==> src/rtl/etpq_pkg.sv <==
// Shared constants, types and codes of the event time priority queue.
package etpq_pkg;

   localparam int NUM_OBJECTS = 64;
   localparam int TIME_BITS   = 32;
   localparam int OBJ_BITS    = $clog2(NUM_OBJECTS);
   localparam int COUNT_BITS  = $clog2(NUM_OBJECTS + 1);
   localparam int PFX_LEVELS  = $clog2(NUM_OBJECTS);

   typedef enum logic [1:0] {
      STATUS_OK       = 2'd0,
      STATUS_EMPTY    = 2'd1,
      STATUS_REJECT   = 2'd2,
      STATUS_BACKWARD = 2'd3
   } status_type;

   typedef enum logic {
      ACTION_NOTIFY = 1'b0,
      ACTION_POP    = 1'b1
   } action_type;

   typedef enum logic [1:0] {
      CELL_HOLD,
      CELL_EVAL,
      CELL_INSERT,
      CELL_POP
   } cell_op_type;

   typedef struct packed {
      logic                 valid;
      logic [OBJ_BITS-1:0]  obj;
      logic [TIME_BITS-1:0] time_val;
   } entry_type;

   typedef struct packed {
      cell_op_type          op;
      logic                 move;
      logic [OBJ_BITS-1:0]  key_obj;
      logic [TIME_BITS-1:0] key_time;
   } cell_cmd_type;

   typedef struct packed {
      logic lt;
      logic match;
      logic le;
   } cell_flags_type;

endpackage

==> src/rtl/etpq_cell.sv <==
// One queue cell: holds one entry and shifts it to or from its neighbours.
module etpq_cell (
   input  logic                    clock,
   input  logic                    reset,
   input  etpq_pkg::cell_cmd_type  cmd,
   input  etpq_pkg::entry_type     left_entry,
   input  etpq_pkg::entry_type     right_entry,
   input  logic                    left_lt,
   input  logic                    past_match,
   output etpq_pkg::entry_type     entry,
   output etpq_pkg::cell_flags_type flags
);

   logic                           valid_ff, valid_in;
   logic [etpq_pkg::OBJ_BITS-1:0]  obj_ff, obj_in;
   logic [etpq_pkg::TIME_BITS-1:0] time_ff, time_in;
   logic                           lt_ff, match_ff, le_ff;

   always_comb begin
      valid_in = valid_ff;
      obj_in   = obj_ff;
      time_in  = time_ff;
      unique case (cmd.op)
         etpq_pkg::CELL_HOLD, etpq_pkg::CELL_EVAL: begin
         end
         etpq_pkg::CELL_INSERT: begin
            if (!lt_ff) begin
               if (left_lt) begin
                  valid_in = 1'b1;
                  obj_in   = cmd.key_obj;
                  time_in  = cmd.key_time;
               end else if (!(cmd.move && past_match)) begin
                  valid_in = left_entry.valid;
                  obj_in   = left_entry.obj;
                  time_in  = left_entry.time_val;
               end
            end
         end
         etpq_pkg::CELL_POP: begin
            valid_in = right_entry.valid;
            obj_in   = right_entry.obj;
            time_in  = right_entry.time_val;
         end
         default: begin
         end
      endcase
   end

   always_ff @(posedge clock) begin
      if (reset) begin
         valid_ff <= 1'b0;
      end else begin
         valid_ff <= valid_in;
      end
      obj_ff  <= obj_in;
      time_ff <= time_in;
   end

   // Comparisons against the key are registered in the compare step, ahead of the shift.
   always_ff @(posedge clock) begin
      if (cmd.op == etpq_pkg::CELL_EVAL) begin
         lt_ff    <= valid_ff && (time_ff < cmd.key_time);
         match_ff <= valid_ff && (obj_ff == cmd.key_obj);
         le_ff    <= time_ff <= cmd.key_time;
      end
   end

   assign entry.valid    = valid_ff;
   assign entry.obj      = obj_ff;
   assign entry.time_val = time_ff;
   assign flags.lt       = lt_ff;
   assign flags.match    = match_ff;
   assign flags.le       = le_ff;

endmodule

==> config.mk <==
export PLATFORM = sky130hd
export DESIGN_NAME = etpq_cell
export DESIGN_NICKNAME = d
export VERILOG_FILES = /design/src/rtl/etpq_pkg.sv /design/src/rtl/etpq_cell.sv
export SDC_FILE = /design/constraint.sdc
export NUM_CORES = 1
export LEC_CHECK = 0
export BUFFER_PORTS_ARGS = -buffer_cell sky130_fd_sc_hd__buf_2
export CORE_MARGIN = 2
export CORE_UTILIZATION = 41
export CTS_CLUSTER_DIAMETER = 120
export DETAILED_ROUTE_END_ITERATION = 10
export PLACE_DENSITY = 0.82
export SLEW_MARGIN = 10
export SYNTH_ARGS = -nofsm -noshare
export SYNTH_HDL_FRONTEND = slang
export SYNTH_SLANG_ARGS = --single-unit
==> constraint.sdc <==
create_clock -name clock -period 1.9 [get_ports clock]
set_input_delay 0.38 -clock clock [delete_from_list [all_inputs] [get_ports clock]]
set_output_delay 0.38 -clock clock [all_outputs]
set_load 0.02 [all_outputs]
==> metrics.csv <==
stage,metric,value,unit
synthesis,Yosys top cell area share,40.95,%
final_layout,n_diodes,0,
synthesis,register area share after synthesis,41.61,%
synthesis,post-synth top area cell,edfxtp_1,
routing,1st-pass router iterations,4,
worst_setup_path,reg2reg setup slack,0.02,ns
placement,gpl congestion,0.7512,
pwr,Final Power,2.463,mW
clock_network,clock sinks,42,
worst_hold_path,hold_sp,reset,
global_routing,grt ovf,0,
flow_run,maxcap violations,0,
worst_setup_path,WS Path Type,reg -> reg,
pwr,LEAKAGE,2.038,nW
clock_network,Longest Clk Path Bufs,2,
synthesis,Syn Inst Count,308,
pwr,Pwr Density,596.3,mW/mm²
sta,period utilization,98.72,%
routing,drt total wl,7.821,mm
sta,Hold Fails Final Rpt,0,
floorplan,Core Box Area,0.007176,mm²
pwr,Max IR drop VDD,0.2860,mV
worst_setup_path,critical path startpoint category,flip-flop,
synthesis,Yosys reg bits,42,
worst_setup_path,Worst Path Arrival,1.92,ns
synthesis,Syn Nets,463,
routing,initial DRC count,96,
placement,Post-Place Worst Slack,-0.1319,ns
clock_network,total CTS buffers,5,
clock_network,clock tree root driver cell,clkbuf_8,
synthesis,Netlist cell types,31,
clock_network,postcts setup bufs,0,
worst_setup_path,crit path capture type,flip-flop,
global_routing,GRT Total Usage,18.98,%
run_status,status,"complete, no violations",
worst_setup_path,"CP delay by family, top",compound AO/OA/AOI/OAI gates,
worst_setup_path,critical path required time,1.94,ns
synthesis,ranking of synthesized cells by area,"edfxtp_1 (41%), ha_1 (13%), mux2i_1 (13%)",
worst_setup_path,worst flop-to-flop path startpoint,time_ff[1],
floorplan,DIE WIDTH,89.64,µm
final_layout,layout cell share with drive strength beyond 1,41.36,%
worst_setup_path,Crit-path slowest cell,edfxtp_1,
synthesis,syn avg cell area,9.762,µm²
sta,slew of the pin with the lowest slew margin,0.3344,ns
global_routing,vias in the first global route,2638,
floorplan,Die Area,0.008034,mm²
sta,Fin Setup TNS,0,ns
floorplan,row count,31,
worst_setup_path,WP buf/inv,0,
global_routing,initial antenna violation count,0,
sta,Max Slew Vio Count,0,
worst_setup_path,cells along the critical path,ha_1 -> nor2b_2 -> o211ai_1 -> a2111o_1 -> a31oi_2 -> o21ai_1,
sta,Final min period,1.876,ns
sta,Final WS setup,0.02430,ns
clock_network,Clock Latency Late Sink,0.29,ns
placement,# port buffers,164,
placement,HPWL after detailed placement,6.300,mm
clock_network,H-tree Lvls,2,
floorplan,Top Ports,165,
routing,DRC viols,0,
floorplan,Die H,89.64,µm
global_routing,largest net degree at the start of global routing,43,
clock_network,CTS tree,built,
sta,setup violators final,0,
final_layout,Final nets,623,
synthesis,synthesized area,0.003007,mm²
worst_setup_path,crit-path max FO,2,
worst_setup_path,CP startpoint,time_ff[1],
routing,number of routed nets with antenna violations,0,
worst_hold_path,Hold Path Class,in -> reg,
synthesis,Syn. warnings,0,
sta,RSZ-0062 raised after global routing,yes,
clock_network,clock slew at reported path FFs,0.08,ns
sta,Fmax achieved,533.1,MHz
final_layout,Layout area overhead,37.37,%
sta,relative slew slack,77.70,%
floorplan,Starting Density,41.90,%
worst_setup_path,CP peak stage delay,0.39,ns
sta,Clock Skews,0.007587,ns
sta,Worst Hold Slack,0.2394,ns
routing,WL per Instance,13.77,µm
global_routing,first-pass GRT wire length,11.56,mm
routing,vias after detailed routing,2817,
routing,vias per cell,4.960,
cells by family (layout without fill, tap and decap cells):
group / Yosys count / in the layout / synth area share [%]
AO/OA/AOI/OAI: 65 / 65 / 11.94
XOR/XNOR: 6 / 6 / 1.748
adder cells (fa/ha/maj): 32 / 32 / 13.32
buffers and inverters: 52 / 213 / 7.574
flip-flops: 42 / 42 / 41.61
multiplexers: 39 / 39 / 12.98
AND/OR/NAND/NOR: 72 / 72 / 10.82
through the flow:
stage / util [%] / instance area [µm²] / instances
global placement: 54.96 / 3944 / 560
global route: 57.56 / 4130 / 568
detailed placement: 54.96 / 3944 / 560
finish: 57.56 / 4130 / 568
CTS: 56.27 / 4038 / 568
floorplan: - / 3008 / 308
routing by layer:
layer  vias to the layer above  GRT usage (%)  routed length (µm)
met5                         -              0                   0
met4                         0          4.478                  64
met3                         4          4.022                 528
met2                       110          36.56                4047
met1                      1282          21.10                3180
li1                       1421              -                   -
state kept, by name, summed over array words and instances, names as in the netlist:
| signal | cells |
|---|---|
| le_ff | 1 |
| lt_ff | 1 |
| match_ff | 1 |
| obj_ff | 6 |
| time_ff | 32 |
| valid_ff | 1 |
Yosys cell counts:
cell type	count
nand2_1	47
o21ai_1	42
edfxtp_1	41
mux2i_1	39
inv_1	34
ha_1	32
a21oi_1	12
buf_2	8
nand4_1	7
buf_4	6
nor2_1	5
clkbuf_1	4
nand3_1	4
xnor2_1	3
xor2_1	3
a221oi_1	2
a31oi_1	2
nor2b_1	2
nor4_1	2
o21ai_0	2
a2111o_1	1
a221oi_2	1
and2_1	1
and4_1	1
dfxtp_1	1
nand2b_1	1
nand4_2	1
nor3b_1	1
o211ai_1	1
o21a_1	1
o31ai_1	1
cell usage in the layout (no fill, tap or decap), types with 2 or more instances in the layout:
cell and instances:
buf_2 164, nand2_1 47, o21ai_1 42, edfxtp_1 41, mux2i_1 39, inv_1 34
ha_1 28, a21oi_1 12, nand4_1 7, clkbuf_8 6, nand3_1 4, nor2_1 4
ha_4 4, buf_4 4, a221oi_2 3, xor2_1 3, xnor2_1 3, buf_12 3
o21ai_0 2
where the power goes:
part / switching [mW] / internal [mW] / total [mW]
Sequential: 0.0393 / 1.11 / 1.15
Combinational: 0.394 / 0.323 / 0.717
Clock: 0.305 / 0.294 / 0.599
final timing paths:
check                                 to  cells after the start
worst max-delay path               le_ff                      6
worst min-delay path            valid_ff                      2
worst max register to register     le_ff                      6
worst min register to register  valid_ff                      2
repair_timing:
action,CTS,global route
endpoints found under the setup margin,2,2
pin swaps,1,3
hold buffers,0,0
gates resized for setup,1,12
hold endpoints to repair,0,0
final cells by class:
cell class | count | area, µm²
inverter | 34 | 127.6
sequential | 42 | 1251
timing repair buffer | 171 | 910.9
fill | 662 | 3045
multi-input combinational | 214 | 1625
clock buffer | 7 | 86.33
clock inverter | 1 | 5.005
tap | 99 | 123.9
(Power assumes the default switching activity.)
